### src/pha_pkg.sv
`default_nettype none

package pha_pkg;

  // Field widths fixed by the packet format and register map.
  localparam int PortW     = 16;
  localparam int HeaderW   = 64;
  localparam int TimeW     = 38;
  localparam int ChanW     = 10;
  localparam int AntW      = 9;
  localparam int SampW     = 13;
  localparam int CountW    = 11;
  localparam int SeqW      = 16;
  localparam int OffW      = 30;
  localparam int ProdW     = ChanW + AntW;
  localparam int FullProdW = ProdW + SampW;
  localparam int ActW      = 2;
  localparam int CfgIdxW   = 2;
  localparam int CfgDataW  = 16;

  // Header bit positions.
  localparam int TimeLsb = 26;
  localparam int ChanLsb = 16;

  // Count saturation and default packet limit.
  localparam logic [CountW-1:0] CountMax = '1;
  localparam int MaxPacketsDef = 1024;

  // Reset values of the configuration registers.
  localparam logic [PortW-1:0]  ListenPortRst = '0;
  localparam logic [AntW-1:0]   AntennasRst   = AntW'(1);
  localparam logic [SampW-1:0]  SamplesRst    = SampW'(4096);
  localparam logic [CountW-1:0] PktsPerHeapRst = CountW'(1024);

  // Configuration register indexes.
  typedef enum logic [CfgIdxW-1:0] {
    CfgListenPort = 2'd0,
    CfgAntennas   = 2'd1,
    CfgSamples    = 2'd2,
    CfgPktsPerHeap = 2'd3
  } cfg_idx_e;

  // Per-packet action codes.
  typedef enum logic [ActW-1:0] {
    ActWrongPort  = 2'd0,
    ActLate       = 2'd1,
    ActStored     = 2'd2,
    ActStoredLoss = 2'd3
  } action_e;

  // Controller states.
  typedef enum logic [3:0] {
    StIdle   = 4'b0001,
    StMul1   = 4'b0010,
    StMul2   = 4'b0100,
    StCommit = 4'b1000
  } state_e;

  // Commands from the controller to the datapath.
  typedef struct packed {
    logic capture;
    logic mul1;
    logic mul2;
    logic commit;
  } cmd_t;

endpackage

`default_nettype wire

### src/pha_ctrl.sv
`default_nettype none

module pha_ctrl (
  input  wire logic          clk_i,
  input  wire logic          rst_ni,
  input  wire logic          in_valid_i,
  output logic               in_ready_o,
  output logic               out_valid_o,
  input  wire logic          out_ready_i,
  output pha_pkg::cmd_t      cmd_o
);

  pha_pkg::state_e state_q, state_d;
  logic            out_valid_q, out_valid_d;
  logic            slot_free;

  // The output register can take a new beat when empty or being drained.
  assign slot_free = !out_valid_q || out_ready_i;

  // Next state and commands.
  always_comb begin
    state_d = state_q;
    cmd_o   = '0;
    case (state_q)
      pha_pkg::StIdle: begin
        if (in_valid_i) begin
          cmd_o.capture = 1'b1;
          state_d       = pha_pkg::StMul1;
        end
      end
      pha_pkg::StMul1: begin
        cmd_o.mul1 = 1'b1;
        state_d    = pha_pkg::StMul2;
      end
      pha_pkg::StMul2: begin
        cmd_o.mul2 = 1'b1;
        state_d    = pha_pkg::StCommit;
      end
      pha_pkg::StCommit: begin
        if (slot_free) begin
          cmd_o.commit = 1'b1;
          state_d      = pha_pkg::StIdle;
        end
      end
      default: begin
        state_d = pha_pkg::StIdle;
      end
    endcase
  end

  // Output valid flag.
  always_comb begin
    if (cmd_o.commit) begin
      out_valid_d = 1'b1;
    end else if (out_ready_i) begin
      out_valid_d = 1'b0;
    end else begin
      out_valid_d = out_valid_q;
    end
  end

  always_ff @(posedge clk_i or negedge rst_ni) begin
    if (!rst_ni) begin
      state_q     <= pha_pkg::StIdle;
      out_valid_q <= 1'b0;
    end else begin
      state_q     <= state_d;
      out_valid_q <= out_valid_d;
    end
  end

  assign in_ready_o  = (state_q == pha_pkg::StIdle);
  assign out_valid_o = out_valid_q;

endmodule

`default_nettype wire

### src/pha_datapath.sv
`default_nettype none

module pha_datapath #(
  parameter int MaxPackets = pha_pkg::MaxPacketsDef
) (
  input  wire logic                          clk_i,
  input  wire logic                          rst_ni,
  input  wire pha_pkg::cmd_t                 cmd_i,
  input  wire logic                          cfg_we_i,
  input  wire logic [pha_pkg::CfgIdxW-1:0]   cfg_index_i,
  input  wire logic [pha_pkg::CfgDataW-1:0]  cfg_data_i,
  input  wire logic [pha_pkg::PortW-1:0]     dest_port_i,
  input  wire logic [pha_pkg::HeaderW-1:0]   header_word_i,
  output logic [pha_pkg::ActW-1:0]           action_o,
  output logic [pha_pkg::ChanW-1:0]          reordered_channel_o,
  output logic [pha_pkg::OffW-1:0]           write_offset_o,
  output logic [pha_pkg::SeqW-1:0]           write_heap_o,
  output logic                               heap_closed_o,
  output logic [pha_pkg::TimeW-1:0]          closed_time_o,
  output logic [pha_pkg::CountW-1:0]         closed_count_o,
  output logic                               closed_short_o
);

  // Packet target limit: MaxPackets capped at the count ceiling.
  localparam int TargetLimInt = (MaxPackets > int'(pha_pkg::CountMax)) ?
                                int'(pha_pkg::CountMax) : MaxPackets;
  localparam logic [pha_pkg::CountW-1:0] TargetLim = pha_pkg::CountW'(TargetLimInt);

  // Configuration registers.
  logic [pha_pkg::PortW-1:0]  listen_q;
  logic [pha_pkg::AntW-1:0]   antennas_q;
  logic [pha_pkg::SampW-1:0]  samples_q;
  logic [pha_pkg::CountW-1:0] pkts_q;

  // Heap tracking state.
  logic [pha_pkg::TimeW-1:0]  open_q, open_d;
  logic [pha_pkg::CountW-1:0] count_q, count_d;
  logic [pha_pkg::SeqW-1:0]   seq_q, seq_d;

  // Captured packet and offset pipeline.
  logic [pha_pkg::PortW-1:0]  port_q;
  logic [pha_pkg::TimeW-1:0]  time_q;
  logic [pha_pkg::ChanW-1:0]  chan_q;
  logic [pha_pkg::ProdW-1:0]  prod_q;
  logic [pha_pkg::OffW-1:0]   offset_q;
  logic [pha_pkg::ChanW-1:0]  raw_chan;
  logic [pha_pkg::FullProdW-1:0] full_prod;

  // Result for the output register.
  logic [pha_pkg::ActW-1:0]   act_d;
  logic [pha_pkg::ChanW-1:0]  rchan_d;
  logic [pha_pkg::OffW-1:0]   off_d;
  logic [pha_pkg::SeqW-1:0]   heap_d;
  logic                       closed_d;
  logic [pha_pkg::TimeW-1:0]  ctime_d;
  logic [pha_pkg::CountW-1:0] ccount_d;
  logic                       cshort_d;

  logic [pha_pkg::TimeW-1:0]  eff_time;
  logic [pha_pkg::CountW-1:0] count_inc;
  logic [pha_pkg::CountW-1:0] target;
  logic [pha_pkg::SeqW-1:0]   seq_inc;

  // Configuration writes.
  always_ff @(posedge clk_i or negedge rst_ni) begin
    if (!rst_ni) begin
      listen_q   <= pha_pkg::ListenPortRst;
      antennas_q <= pha_pkg::AntennasRst;
      samples_q  <= pha_pkg::SamplesRst;
      pkts_q     <= pha_pkg::PktsPerHeapRst;
    end else if (cfg_we_i) begin
      case (pha_pkg::cfg_idx_e'(cfg_index_i))
        pha_pkg::CfgListenPort:  listen_q   <= cfg_data_i;
        pha_pkg::CfgAntennas:    antennas_q <= cfg_data_i[pha_pkg::AntW-1:0];
        pha_pkg::CfgSamples:     samples_q  <= cfg_data_i[pha_pkg::SampW-1:0];
        pha_pkg::CfgPktsPerHeap: pkts_q     <= cfg_data_i[pha_pkg::CountW-1:0];
        default: begin
        end
      endcase
    end
  end

  // De-interleave: even channels to the low half, odd to the high half.
  assign raw_chan  = header_word_i[pha_pkg::ChanLsb +: pha_pkg::ChanW];
  assign full_prod = prod_q * samples_q;

  // Capture the beat, then build the offset in two multiply steps.
  always_ff @(posedge clk_i) begin
    if (cmd_i.capture) begin
      port_q <= dest_port_i;
      time_q <= header_word_i[pha_pkg::TimeLsb +: pha_pkg::TimeW];
      chan_q <= {raw_chan[0], raw_chan[pha_pkg::ChanW-1:1]};
    end
    if (cmd_i.mul1) begin
      prod_q <= chan_q * antennas_q;
    end
    if (cmd_i.mul2) begin
      offset_q <= full_prod[pha_pkg::OffW-1:0];
    end
  end

  // Heap decision.
  assign eff_time  = (open_q == '0) ? time_q : open_q;
  assign count_inc = (count_q == pha_pkg::CountMax) ? count_q : count_q + 1'b1;
  assign seq_inc   = seq_q + 1'b1;

  always_comb begin
    if (pkts_q == '0) begin
      target = pha_pkg::CountW'(1);
    end else if (pkts_q > TargetLim) begin
      target = TargetLim;
    end else begin
      target = pkts_q;
    end
  end

  always_comb begin
    act_d    = pha_pkg::ActWrongPort;
    rchan_d  = '0;
    off_d    = '0;
    heap_d   = '0;
    closed_d = 1'b0;
    ctime_d  = '0;
    ccount_d = '0;
    cshort_d = 1'b0;
    open_d   = open_q;
    count_d  = count_q;
    seq_d    = seq_q;
    if (port_q == listen_q) begin
      rchan_d = chan_q;
      open_d  = eff_time;
      if (time_q != eff_time) begin
        if (time_q < eff_time) begin
          act_d = pha_pkg::ActLate;
        end else begin
          // A newer time closes the open heap as short.
          act_d    = pha_pkg::ActStoredLoss;
          closed_d = 1'b1;
          ctime_d  = eff_time;
          ccount_d = count_q;
          cshort_d = 1'b1;
          seq_d    = seq_inc;
          off_d    = offset_q;
          heap_d   = seq_inc;
          count_d  = pha_pkg::CountW'(1);
          open_d   = time_q;
        end
      end else begin
        act_d   = pha_pkg::ActStored;
        off_d   = offset_q;
        heap_d  = seq_q;
        count_d = count_inc;
        // The last expected packet closes the heap as complete.
        if (count_inc == target) begin
          closed_d = 1'b1;
          ctime_d  = eff_time;
          ccount_d = count_inc;
          seq_d    = seq_inc;
          open_d   = '0;
          count_d  = '0;
        end
      end
    end
  end

  // Heap state update.
  always_ff @(posedge clk_i or negedge rst_ni) begin
    if (!rst_ni) begin
      open_q  <= '0;
      count_q <= '0;
      seq_q   <= '0;
    end else if (cmd_i.commit) begin
      open_q  <= open_d;
      count_q <= count_d;
      seq_q   <= seq_d;
    end
  end

  // Output register.
  always_ff @(posedge clk_i) begin
    if (cmd_i.commit) begin
      action_o            <= act_d;
      reordered_channel_o <= rchan_d;
      write_offset_o      <= off_d;
      write_heap_o        <= heap_d;
      heap_closed_o       <= closed_d;
      closed_time_o       <= ctime_d;
      closed_count_o      <= ccount_d;
      closed_short_o      <= cshort_d;
    end
  end

endmodule

`default_nettype wire

### src/packet_heap_assembler.sv
`default_nettype none

// Channel  Handshake              Payload
// in       in_valid_i/in_ready_o   dest_port_i, header_word_i
// out      out_valid_o/out_ready_i action_o .. closed_short_o
// cfg      cfg_valid_i/cfg_ready_o cfg_index_i, cfg_data_i
//
// Each packet passes through capture, channel times antennas, times samples,
// then the heap decision that loads the output register.
// The two multiplies of the offset are separate steps; the next packet is taken
// while the previous result still waits in the output register.
// Reset clears the heap time, count and sequence and loads register defaults.
// A stalled output holds the decision step until the output register drains.
module packet_heap_assembler #(
  parameter int MaxPackets = pha_pkg::MaxPacketsDef
) (
  input  wire logic                          clk_i,
  input  wire logic                          rst_ni,
  input  wire logic                          in_valid_i,
  output logic                               in_ready_o,
  input  wire logic [pha_pkg::PortW-1:0]     dest_port_i,
  input  wire logic [pha_pkg::HeaderW-1:0]   header_word_i,
  output logic                               out_valid_o,
  input  wire logic                          out_ready_i,
  output logic [pha_pkg::ActW-1:0]           action_o,
  output logic [pha_pkg::ChanW-1:0]          reordered_channel_o,
  output logic [pha_pkg::OffW-1:0]           write_offset_o,
  output logic [pha_pkg::SeqW-1:0]           write_heap_o,
  output logic                               heap_closed_o,
  output logic [pha_pkg::TimeW-1:0]          closed_time_o,
  output logic [pha_pkg::CountW-1:0]         closed_count_o,
  output logic                               closed_short_o,
  input  wire logic                          cfg_valid_i,
  output logic                               cfg_ready_o,
  input  wire logic [pha_pkg::CfgIdxW-1:0]   cfg_index_i,
  input  wire logic [pha_pkg::CfgDataW-1:0]  cfg_data_i
);

  pha_pkg::cmd_t cmd;

  // Register writes are always taken.
  assign cfg_ready_o = 1'b1;

  pha_ctrl u_ctrl (
    .clk_i       (clk_i),
    .rst_ni      (rst_ni),
    .in_valid_i  (in_valid_i),
    .in_ready_o  (in_ready_o),
    .out_valid_o (out_valid_o),
    .out_ready_i (out_ready_i),
    .cmd_o       (cmd)
  );

  pha_datapath #(
    .MaxPackets (MaxPackets)
  ) u_datapath (
    .clk_i               (clk_i),
    .rst_ni              (rst_ni),
    .cmd_i               (cmd),
    .cfg_we_i            (cfg_valid_i && cfg_ready_o),
    .cfg_index_i         (cfg_index_i),
    .cfg_data_i          (cfg_data_i),
    .dest_port_i         (dest_port_i),
    .header_word_i       (header_word_i),
    .action_o            (action_o),
    .reordered_channel_o (reordered_channel_o),
    .write_offset_o      (write_offset_o),
    .write_heap_o        (write_heap_o),
    .heap_closed_o       (heap_closed_o),
    .closed_time_o       (closed_time_o),
    .closed_count_o      (closed_count_o),
    .closed_short_o      (closed_short_o)
  );

  // A wrong-port beat carries no heap information.
  a_wrong_port_empty: assert property (@(posedge clk_i) disable iff (!rst_ni)
    out_valid_o && (action_o == pha_pkg::ActWrongPort)
    |-> !heap_closed_o && (reordered_channel_o == '0) && (write_heap_o == '0))
    else $error("wrong-port result carries data");

  // A late packet neither writes nor closes a heap.
  a_late_empty: assert property (@(posedge clk_i) disable iff (!rst_ni)
    out_valid_o && (action_o == pha_pkg::ActLate)
    |-> !heap_closed_o && (write_offset_o == '0) && (write_heap_o == '0))
    else $error("late result carries write or close data");

  // A store after loss always reports a short closed heap.
  a_loss_closes: assert property (@(posedge clk_i) disable iff (!rst_ni)
    out_valid_o && (action_o == pha_pkg::ActStoredLoss)
    |-> heap_closed_o && closed_short_o)
    else $error("store after loss without short close");

  // One packet at a time: an accepted beat blocks the next cycle's input.
  a_one_in_flight: assert property (@(posedge clk_i) disable iff (!rst_ni)
    in_valid_i && in_ready_o |=> !in_ready_o)
    else $error("input accepted on back-to-back cycles");

endmodule

`default_nettype wire

### config.mk
export PLATFORM = sky130hd
export DESIGN_NAME = packet_heap_assembler
export DESIGN_NICKNAME = d
export VERILOG_FILES = /design/src/pha_pkg.sv /design/src/pha_ctrl.sv /design/src/pha_datapath.sv /design/src/packet_heap_assembler.sv
export SDC_FILE = /design/constraint.sdc
export NUM_CORES = 1
export LEC_CHECK = 0
export BUFFER_PORTS_ARGS = -buffer_cell sky130_fd_sc_hd__buf_4
export CAP_MARGIN = 20
export CORE_MARGIN = 2
export CORE_UTILIZATION = 55
export CTS_BUF_LIST = sky130_fd_sc_hd__clkbuf_4 sky130_fd_sc_hd__clkbuf_8
export CTS_CLUSTER_SIZE = 8
export DETAILED_ROUTE_END_ITERATION = 12
export HOLD_SLACK_MARGIN = 0.05
export PLACE_DENSITY = 0.74
export SLEW_MARGIN = 25
export SYNTH_ARGS = -nofsm -noshare
export SYNTH_HDL_FRONTEND = slang
export SYNTH_SLANG_ARGS = --single-unit
### constraint.sdc
create_clock -name clk_i -period 10 [get_ports clk_i]
set_input_delay 1.5 -clock clk_i [delete_from_list [all_inputs] [get_ports clk_i]]
set_output_delay 1.5 -clock clk_i [all_outputs]
set_load 0.03 [all_outputs]
==> impl_metrics.prom, run 1 <==
# TYPE chip_impl_metric gauge
chip_impl_info{name="outcome",value="finished clean"} 1
chip_impl_metric{name="final_cells",unit=""} 3129
chip_impl_info{name="worstHoldPathType",value="reg -> reg"} 1
chip_impl_metric{name="hold_ws",unit="ns"} 0.469
chip_impl_metric{name="numClockSinks",unit=""} 341
chip_impl_metric{name="remaining_drc_errors",unit=""} 0
chip_impl_info{name="combinational_family_with_the_most_area_after_synthesis",value="adder cells"} 1
chip_impl_metric{name="met3_wirelength",unit="mm"} 3.06
chip_impl_metric{name="postCtsSetupBuffers",unit=""} 0
chip_impl_metric{name="synth-async-reset-ratio",unit="%"} 34.9
chip_impl_info{name="timing_worst_setup_path_type",value="reg -> reg"} 1
chip_impl_metric{name="met1Wirelength",unit="mm"} 22.2
chip_impl_info{name="worst_hold_startpoint",value="u_datapath.seq_q[12]"} 1
chip_impl_metric{name="postSynthCellCount",unit=""} 2318
chip_impl_metric{name="finalNetCount",unit=""} 2975
chip_impl_metric{name="reg2reg_depth",unit=""} 17
chip_impl_metric{name="port_buffers",unit=""} 197
chip_impl_metric{name="max_clock_freq",unit="GHz"} 0.165
chip_impl_metric{name="via_count",unit=""} 17491
chip_impl_info{name="worstReg2RegStart",value="u_datapath.samples_q[9]"} 1
chip_impl_metric{name="detailedRoute.firstPassIterationCount",unit=""} 5
chip_impl_info{name="highest-signal-layer",value="met4"} 1
chip_impl_info{name="tritoncts_clock_tree",value="done"} 1
chip_impl_info{name="crit-reg2reg-capture",value="u_datapath.offset_q[28]"} 1
chip_impl_metric{name="worst_hold_path.num_cells",unit=""} 1
chip_impl_metric{name="gr-total-overflow",unit=""} 0
chip_impl_metric{name="cts_hold_buf",unit=""} 0
chip_impl_metric{name="finalMaxSlewViolations",unit=""} 0
chip_impl_info{name="grt_setup_unrepaired",value="no"} 1
chip_impl_metric{name="routabilityCongestion",unit=""} 0.877
chip_impl_metric{name="setup_skew",unit="ns"} 0.0659
chip_impl_metric{name="post_synth_edffs",unit=""} 222
chip_impl_metric{name="synth_xor_xnor_area_share",unit="%"} 2.67
chip_impl_info{name="critical-path-top-cell-by-count",value="fa_1"} 1
chip_impl_metric{name="max_cap_violations",unit=""} 0
chip_impl_info{name="ys_dominant_reg_cell",value="edfxtp_1"} 1
chip_impl_metric{name="finish_stage_setup_viols",unit=""} 0
chip_impl_metric{name="ff_latch_area",unit="um^2"} 9650
chip_impl_info{name="mostFrequentLayoutCells",value="361 x inv_1, 243 x fa_1, 222 x edfxtp_1"} 1
chip_impl_metric{name="share_of_the_synthesized_area_in_compound_gates_ao_oa_aoi_oai",unit="%"} 8.49
chip_impl_metric{name="number_of_antenna_violations_at_the_first_check_in_global_routing",unit=""} 0
chip_impl_metric{name="viasPerCell",unit=""} 5.59
chip_impl_metric{name="synthesis.area",unit="um^2"} 24900
chip_impl_metric{name="placeableCoreArea",unit="um^2"} 45100
chip_impl_metric{name="cp_data_arrival_time",unit="ns"} 6.47
chip_impl_metric{name="synth-seq-cells",unit=""} 341
chip_impl_metric{name="critPathRequiredTime",unit="ns"} 10.42
chip_impl_metric{name="die_width",unit="um"} 217
chip_impl_metric{name="synth_simple_gate_area_share",unit="%"} 13.7
chip_impl_info{name="hold_ep",value="u_datapath.seq_q[12]"} 1
chip_impl_metric{name="totalNegativeSetupSlack",unit="ns"} 0
chip_impl_metric{name="sum_of_routed_wire_length_over_all_layers",unit="mm"} 55.6
chip_impl_metric{name="hpwl",unit="mm"} 41.3
chip_impl_metric{name="synth_adder_area_share",unit="%"} 26.9
chip_impl_metric{name="synth.lib_cells_used.distinct",unit=""} 79
chip_impl_metric{name="ioPinCount",unit=""} 215
chip_impl_metric{name="wire_length_of_the_first_global_routing_pass",unit="mm"} 90.4
chip_impl_metric{name="multi_input_area",unit="um^2"} 13600
chip_impl_info{name="final_common_cell",value="inv_1"} 1
chip_impl_metric{name="yosysSeqAreaShare",unit="%"} 38.7
chip_impl_metric{name="grt_start_max_net_pins",unit=""} 76
chip_impl_metric{name="fillers",unit=""} 3679
chip_impl_metric{name="start_util",unit="%"} 55.3
chip_impl_metric{name="mux_share_of_post_synthesis_cell_area",unit="%"} 2.43
chip_impl_metric{name="areaGrowthSynthToFinish",unit="%"} 13.0
chip_impl_metric{name="placed_cells_incl_taps",unit=""} 3023
chip_impl_metric{name="worst_slew_pin_slew",unit="ns"} 0.978
chip_impl_metric{name="drt_iter0_markers",unit=""} 1243
chip_impl_info{name="timing.critical_path.to_type",value="flop"} 1
chip_impl_metric{name="post_drt_antenna_nets",unit=""} 0
chip_impl_info{name="timing.critical_path.cells",value="nand2_1 > fa_1 > fa_1 > inv_1 > fa_1 > fa_1 > inv_1 > fa_1 > inv_1 > ha_1 > and2_1 > o21ai_0 > o21ai_0 > o221ai_1 > o21ai_0 > a21oi_1 > xnor2_1"} 1
chip_impl_metric{name="critical_path_buf_inv_count",unit=""} 3
chip_impl_info{name="root_buffer",value="clkbuf_8"} 1
chip_impl_metric{name="die_h",unit="um"} 217
chip_impl_metric{name="remaining_max_slew_budget_at_the_tightest_pin",unit="%"} 34.8
chip_impl_metric{name="floorplan_row_count",unit=""} 78
chip_impl_info{name="slowest_stage",value="dfrtp_1"} 1
chip_impl_metric{name="synth_nets",unit=""} 2811
chip_impl_metric{name="final.period_utilization",unit="%"} 60.5
chip_impl_metric{name="final_layout_size_suffix_gt1_share",unit="%"} 15.8
chip_impl_metric{name="crit_path_max_incr_delay",unit="ns"} 0.95
chip_impl_metric{name="cts-buffers-inserted",unit=""} 57
chip_impl_metric{name="die-area",unit="um^2"} 47100
chip_impl_metric{name="crit_fanout",unit=""} 20
chip_impl_metric{name="synthesis.yosys.warnings",unit=""} 0
chip_impl_metric{name="post_cts.resized_instances",unit=""} 0
chip_impl_metric{name="routed-wl-met2",unit="mm"} 28.7
chip_impl_metric{name="wl_per_cell",unit="um"} 17.8
chip_impl_info{name="critical-path-top-delay-family",value="adder cells"} 1
chip_impl_metric{name="via_count_of_the_first_global_routing_pass",unit=""} 17966
chip_impl_metric{name="clkLatencyLatePin",unit="ns"} 0.69
chip_impl_metric{name="final.min_clock_period",unit="ns"} 6.05
chip_impl_metric{name="cts_max_level",unit=""} 2
chip_impl_metric{name="grt.total_usage",unit="%"} 24.0
chip_impl_metric{name="timing.final.hold_violations",unit=""} 0
chip_impl_info{name="worstSetupStartpointType",value="flop"} 1
chip_impl_metric{name="ff2ff_setup_slack",unit="ns"} 3.95
chip_impl_metric{name="average_cell_area_after_synthesis",unit="um^2"} 10.8
chip_impl_metric{name="cts_buffer_depth",unit=""} 3
chip_impl_metric{name="clk_transition_reported_paths",unit="ns"} 0.06
## worst max-delay path by stage
stage / cells past startpoint / from / endpoint
4_1_cts: 19 / u_datapath.samples_q[1] / u_datapath.offset_q[28]
3_5_place_dp: 19 / u_datapath.samples_q[1] / u_datapath.offset_q[28]
5_1_grt: 19 / u_datapath.samples_q[1] / u_datapath.offset_q[28]
3_3_place_gp: 19 / u_datapath.samples_q[8] / u_datapath.offset_q[29]
2_1_floorplan: 7 / out_ready_i / u_datapath.seq_q[1]
6_report: 17 / u_datapath.samples_q[9] / u_datapath.offset_q[28]
## cell families (layout without fill, tap and decap cells)
group                    after synthesis  count (layout)
AO/OA/AOI/OAI                        318             318
XOR/XNOR                              76              76
adder cells (fa/ha/maj)              390             390
buffers and inverters                471             681
flip-flops                           341             341
multiplexers                          54              54
other                                  1               2
AND/OR/NAND/NOR                      667             667
## metrics by stage
| stage | worst slack, ns | cell area (um^2) | utilization [%] |
|---|---|---|---|
| global route | 3.57 | 28200 | 62.5 |
| finish | 3.95 | 28200 | 62.5 |
| detailed placement | 4.02 | 26900 | 59.7 |
| global placement | 4.05 | 26900 | 59.7 |
| CTS | 3.99 | 28200 | 62.5 |
| floorplan | 1.36 | 24900 | - |
## Yosys cell counts (5+ instances only)
cell | number | area share, %
nand2_1 | 215 | 3.2
and3_1 | 18 | 0.45
nor3_1 | 24 | 0.48
or3_1 | 5 | 0.13
nor2b_1 | 8 | 0.20
nor4_1 | 18 | 0.45
o21ai_1 | 6 | 0.12
mux2_2 | 51 | 2.3
or2_2 | 6 | 0.15
dfrtp_1 | 115 | 12
and2_1 | 206 | 5.2
buf_2 | 13 | 0.26
a31oi_1 | 11 | 0.28
nand4_1 | 20 | 0.50
o211ai_1 | 22 | 0.66
edfxtp_1 | 222 | 27
xor2_1 | 12 | 0.42
ha_1 | 147 | 7.4
nand3_1 | 41 | 0.82
nor2_1 | 81 | 1.2
a22o_1 | 38 | 1.3
inv_1 | 361 | 5.4
xnor2_1 | 64 | 2.2
a21oi_1 | 99 | 2.0
a21o_1 | 29 | 0.87
o21a_1 | 7 | 0.21
fa_1 | 243 | 20
o21ai_0 | 44 | 0.88
a211oi_1 | 11 | 0.33
clkbuf_1 | 93 | 1.4
nand3b_1 | 5 | 0.15
## layout make-up
class                           count  share of cell area [%]
Sequential cell                   341                    34.2
Timing Repair Buffer              214                    5.72
Clock buffer                       90                    3.84
Clock inverter                     15                   0.573
Tap cell                          600                    2.66
Multi-Input combinational cell   1506                    48.1
Antenna cell                        1                 0.00888
Inverter                          362                    4.82
## per-layer routing
metal  global-route usage [%]  vias up
met2                     42.1      572
met1                     30.5     8796
met4                     7.79        0
li1                         -     7994
met5                        0        -
met3                     3.94      129
## registers in the layout, summed over array words and instances, names as in the netlist, 13 cells and up
signal                     count
u_datapath.closed_time_o      38
u_datapath.listen_q           16
u_datapath.offset_q           30
u_datapath.open_q             38
u_datapath.port_q             16
u_datapath.prod_q             19
u_datapath.samples_q          13
u_datapath.seq_q              16
u_datapath.time_q             38
u_datapath.write_heap_o       16
u_datapath.write_offset_o     30
Power of run 1 is not shown: default switching activity piles up to over one toggle a cycle in this logic, so the estimate is an artifact.
==> run 2: changes to the inputs <==
- PLACE_DENSITY: 0.74 -> 0.77
- clock period: 10 -> 5.4 ns (I/O delays scaled with it)
==> impl_metrics.prom, run 2 (same netlist as run 1, synthesis figures left out) <==
# TYPE chip_impl_metric gauge
chip_impl_info{name="root_buffer",value="clkbuf_8"} 1
chip_impl_metric{name="finish_stage_setup_viols",unit=""} 3
chip_impl_metric{name="detailedRoute.firstPassIterationCount",unit=""} 5
chip_impl_metric{name="placed_cells_incl_taps",unit=""} 3155
chip_impl_metric{name="wire_length_of_the_first_global_routing_pass",unit="mm"} 95.5
chip_impl_metric{name="fin_util",unit="%"} 66.1
chip_impl_metric{name="final_layout_size_suffix_gt1_share",unit="%"} 23.8
chip_impl_metric{name="cts_max_level",unit=""} 2
chip_impl_metric{name="routabilityCongestion",unit=""} 0.931
chip_impl_info{name="crit-reg2reg-capture",value="u_datapath.offset_q[29]"} 1
chip_impl_metric{name="start_util",unit="%"} 55.3
chip_impl_metric{name="cts_hold_buf",unit=""} 0
chip_impl_metric{name="crit_fanout",unit=""} 8
chip_impl_info{name="outcome",value="complete, but fails checks"} 1
chip_impl_metric{name="post_drt_antenna_nets",unit=""} 0
chip_impl_metric{name="via_count_of_the_first_global_routing_pass",unit=""} 18894
chip_impl_metric{name="setup_skew",unit="ns"} 0.0703
chip_impl_metric{name="cts-buffers-inserted",unit=""} 56
chip_impl_metric{name="ff2ff_setup_slack",unit="ns"} -0.04
chip_impl_metric{name="gr-total-overflow",unit=""} 0
chip_impl_metric{name="finalMaxSlewViolations",unit=""} 0
chip_impl_metric{name="via_count",unit=""} 18231
chip_impl_metric{name="critPathRequiredTime",unit="ns"} 5.80
chip_impl_metric{name="areaGrowthSynthToFinish",unit="%"} 19.5
chip_impl_info{name="timing_worst_setup_path_type",value="reg -> reg"} 1
chip_impl_info{name="worstHoldPathType",value="in -> async"} 1
chip_impl_info{name="worstReg2RegStart",value="u_datapath.prod_q[7]"} 1
chip_impl_metric{name="max_clock_freq",unit="GHz"} 0.184
chip_impl_metric{name="final_cells",unit=""} 3282
chip_impl_info{name="grt_setup_unrepaired",value="yes"} 1
chip_impl_info{name="violations_in_the_final_reports",value="setup timing"} 1
chip_impl_info{name="timing.critical_path.to_type",value="flop"} 1
chip_impl_metric{name="finalNetCount",unit=""} 3123
chip_impl_metric{name="viasPerCell",unit=""} 5.55
chip_impl_metric{name="die-area",unit="um^2"} 47100
chip_impl_info{name="worstSetupStartpointType",value="flop"} 1
chip_impl_info{name="largestRegisters",value="u_datapath.closed_time_o x38, u_datapath.open_q x38, u_datapath.time_q x38"} 1
chip_impl_metric{name="hpwl",unit="mm"} 44.1
chip_impl_info{name="tritoncts_clock_tree",value="done"} 1
chip_impl_metric{name="clk_transition_reported_paths",unit="ns"} 0.06
chip_impl_metric{name="post-place-ws",unit="ns"} -0.345
chip_impl_metric{name="grt_start_max_net_pins",unit=""} 82
chip_impl_info{name="final_common_cell",value="inv_1"} 1
chip_impl_metric{name="final.period_utilization",unit="%"} 101
chip_impl_metric{name="clkLatencyLatePin",unit="ns"} 0.68
chip_impl_metric{name="floorplan_row_count",unit=""} 78
chip_impl_info{name="mostFrequentLayoutCells",value="346 x inv_1, 344 x buf_4, 238 x fa_1"} 1
chip_impl_metric{name="drt_iter0_markers",unit=""} 1250
chip_impl_metric{name="reg2reg_depth",unit=""} 19
chip_impl_metric{name="postLayoutSetupSlackWorst",unit="ns"} -0.0375
chip_impl_metric{name="grt.total_usage",unit="%"} 25.4
chip_impl_metric{name="cp_data_arrival_time",unit="ns"} 5.84
chip_impl_metric{name="final.min_clock_period",unit="ns"} 5.44
chip_impl_metric{name="placeableCoreArea",unit="um^2"} 45100
chip_impl_metric{name="ioPinCount",unit=""} 215
chip_impl_metric{name="hold_ws",unit="ns"} 0.152
chip_impl_metric{name="wl_per_cell",unit="um"} 17.9
chip_impl_metric{name="port_buffers",unit=""} 197
chip_impl_metric{name="max_cap_violations",unit=""} 0
chip_impl_metric{name="timing.final.hold_violations",unit=""} 0
chip_impl_metric{name="remaining_max_slew_budget_at_the_tightest_pin",unit="%"} 32.1
chip_impl_metric{name="numClockSinks",unit=""} 341
chip_impl_metric{name="remaining_drc_errors",unit=""} 0
chip_impl_metric{name="die_h",unit="um"} 217
chip_impl_metric{name="worst_slew_pin_slew",unit="ns"} 1.02
chip_impl_metric{name="die_width",unit="um"} 217
chip_impl_metric{name="number_of_antenna_violations_at_the_first_check_in_global_routing",unit=""} 5
chip_impl_metric{name="cts_buffer_depth",unit=""} 3
chip_impl_metric{name="sum_of_routed_wire_length_over_all_layers",unit="mm"} 58.9
## run 2: through the flow
step                      setup TNS [ns]  instance area, um^2
after floorplan                        0                25000
after CTS                        -0.0498                29500
after global routing               -1.07                29800
final                            -0.0809                29800
after detailed placement           -1.68                28000
after global placement            -0.937                28000
## run 2: worst max-delay path by stage
| stage | start | to | slack (ns) | cells past startpoint |
|---|---|---|---|---|
| floorplan | u_datapath.samples_q[12] | u_datapath.offset_q[28] | 0.08 | 18 |
| global placement | u_datapath.samples_q[1] | u_datapath.offset_q[25] | -0.21 | 19 |
| detailed placement | u_datapath.samples_q[4] | u_datapath.offset_q[29] | -0.34 | 19 |
| CTS | u_datapath.prod_q[7] | u_datapath.offset_q[29] | -0.03 | 19 |
| global route | u_datapath.prod_q[6] | u_datapath.offset_q[29] | -0.20 | 20 |
| finish | u_datapath.prod_q[7] | u_datapath.offset_q[29] | -0.04 | 19 |
## run 2: routing by layer
metal	vias up	global-route usage (%)	wire (um)
li1	8309	-	-
met4	0	10.4	2260
met5	-	0	0
met1	9170	32.0	23200
met2	599	44.1	30400
met3	153	3.77	3050
## run 2: repair_timing
action,in CTS,in global routing
gates resized for setup,49,73
setup buffers,14,4
pin swaps,45,46
endpoints found under the setup margin,10,11
hold endpoints to repair,0,0
## run 2: final cells by class
class                   count  area (um^2)
flip-flops and latches    341         9660
inverters                 362         1360
diodes                      4         10.0
fillers                  3423        15300
clock buffers              93         1100
repair buffers            363         2830
multi-input cells        1506        14000
clock inverters            13          135
well taps                 600          751
## run 2: critical path: stages (launching register included)
cell      delay (ns)
edfxtp_1        0.58
buf_6           0.17
nand2_2         0.04
fa_1            0.49
inv_1           0.05
fa_1            0.48
fa_1            0.52
fa_1            0.57
inv_2           0.04
fa_1            0.54
inv_2           0.06
ha_4            0.26
nand4_1         0.11
a211oi_2        0.23
a32oi_2         0.18
a21oi_4         0.23
a31oi_4         0.13
o211ai_1        0.21
o211ai_1        0.15
xnor2_1         0.15
Power of run 2 is left out for the same reason.
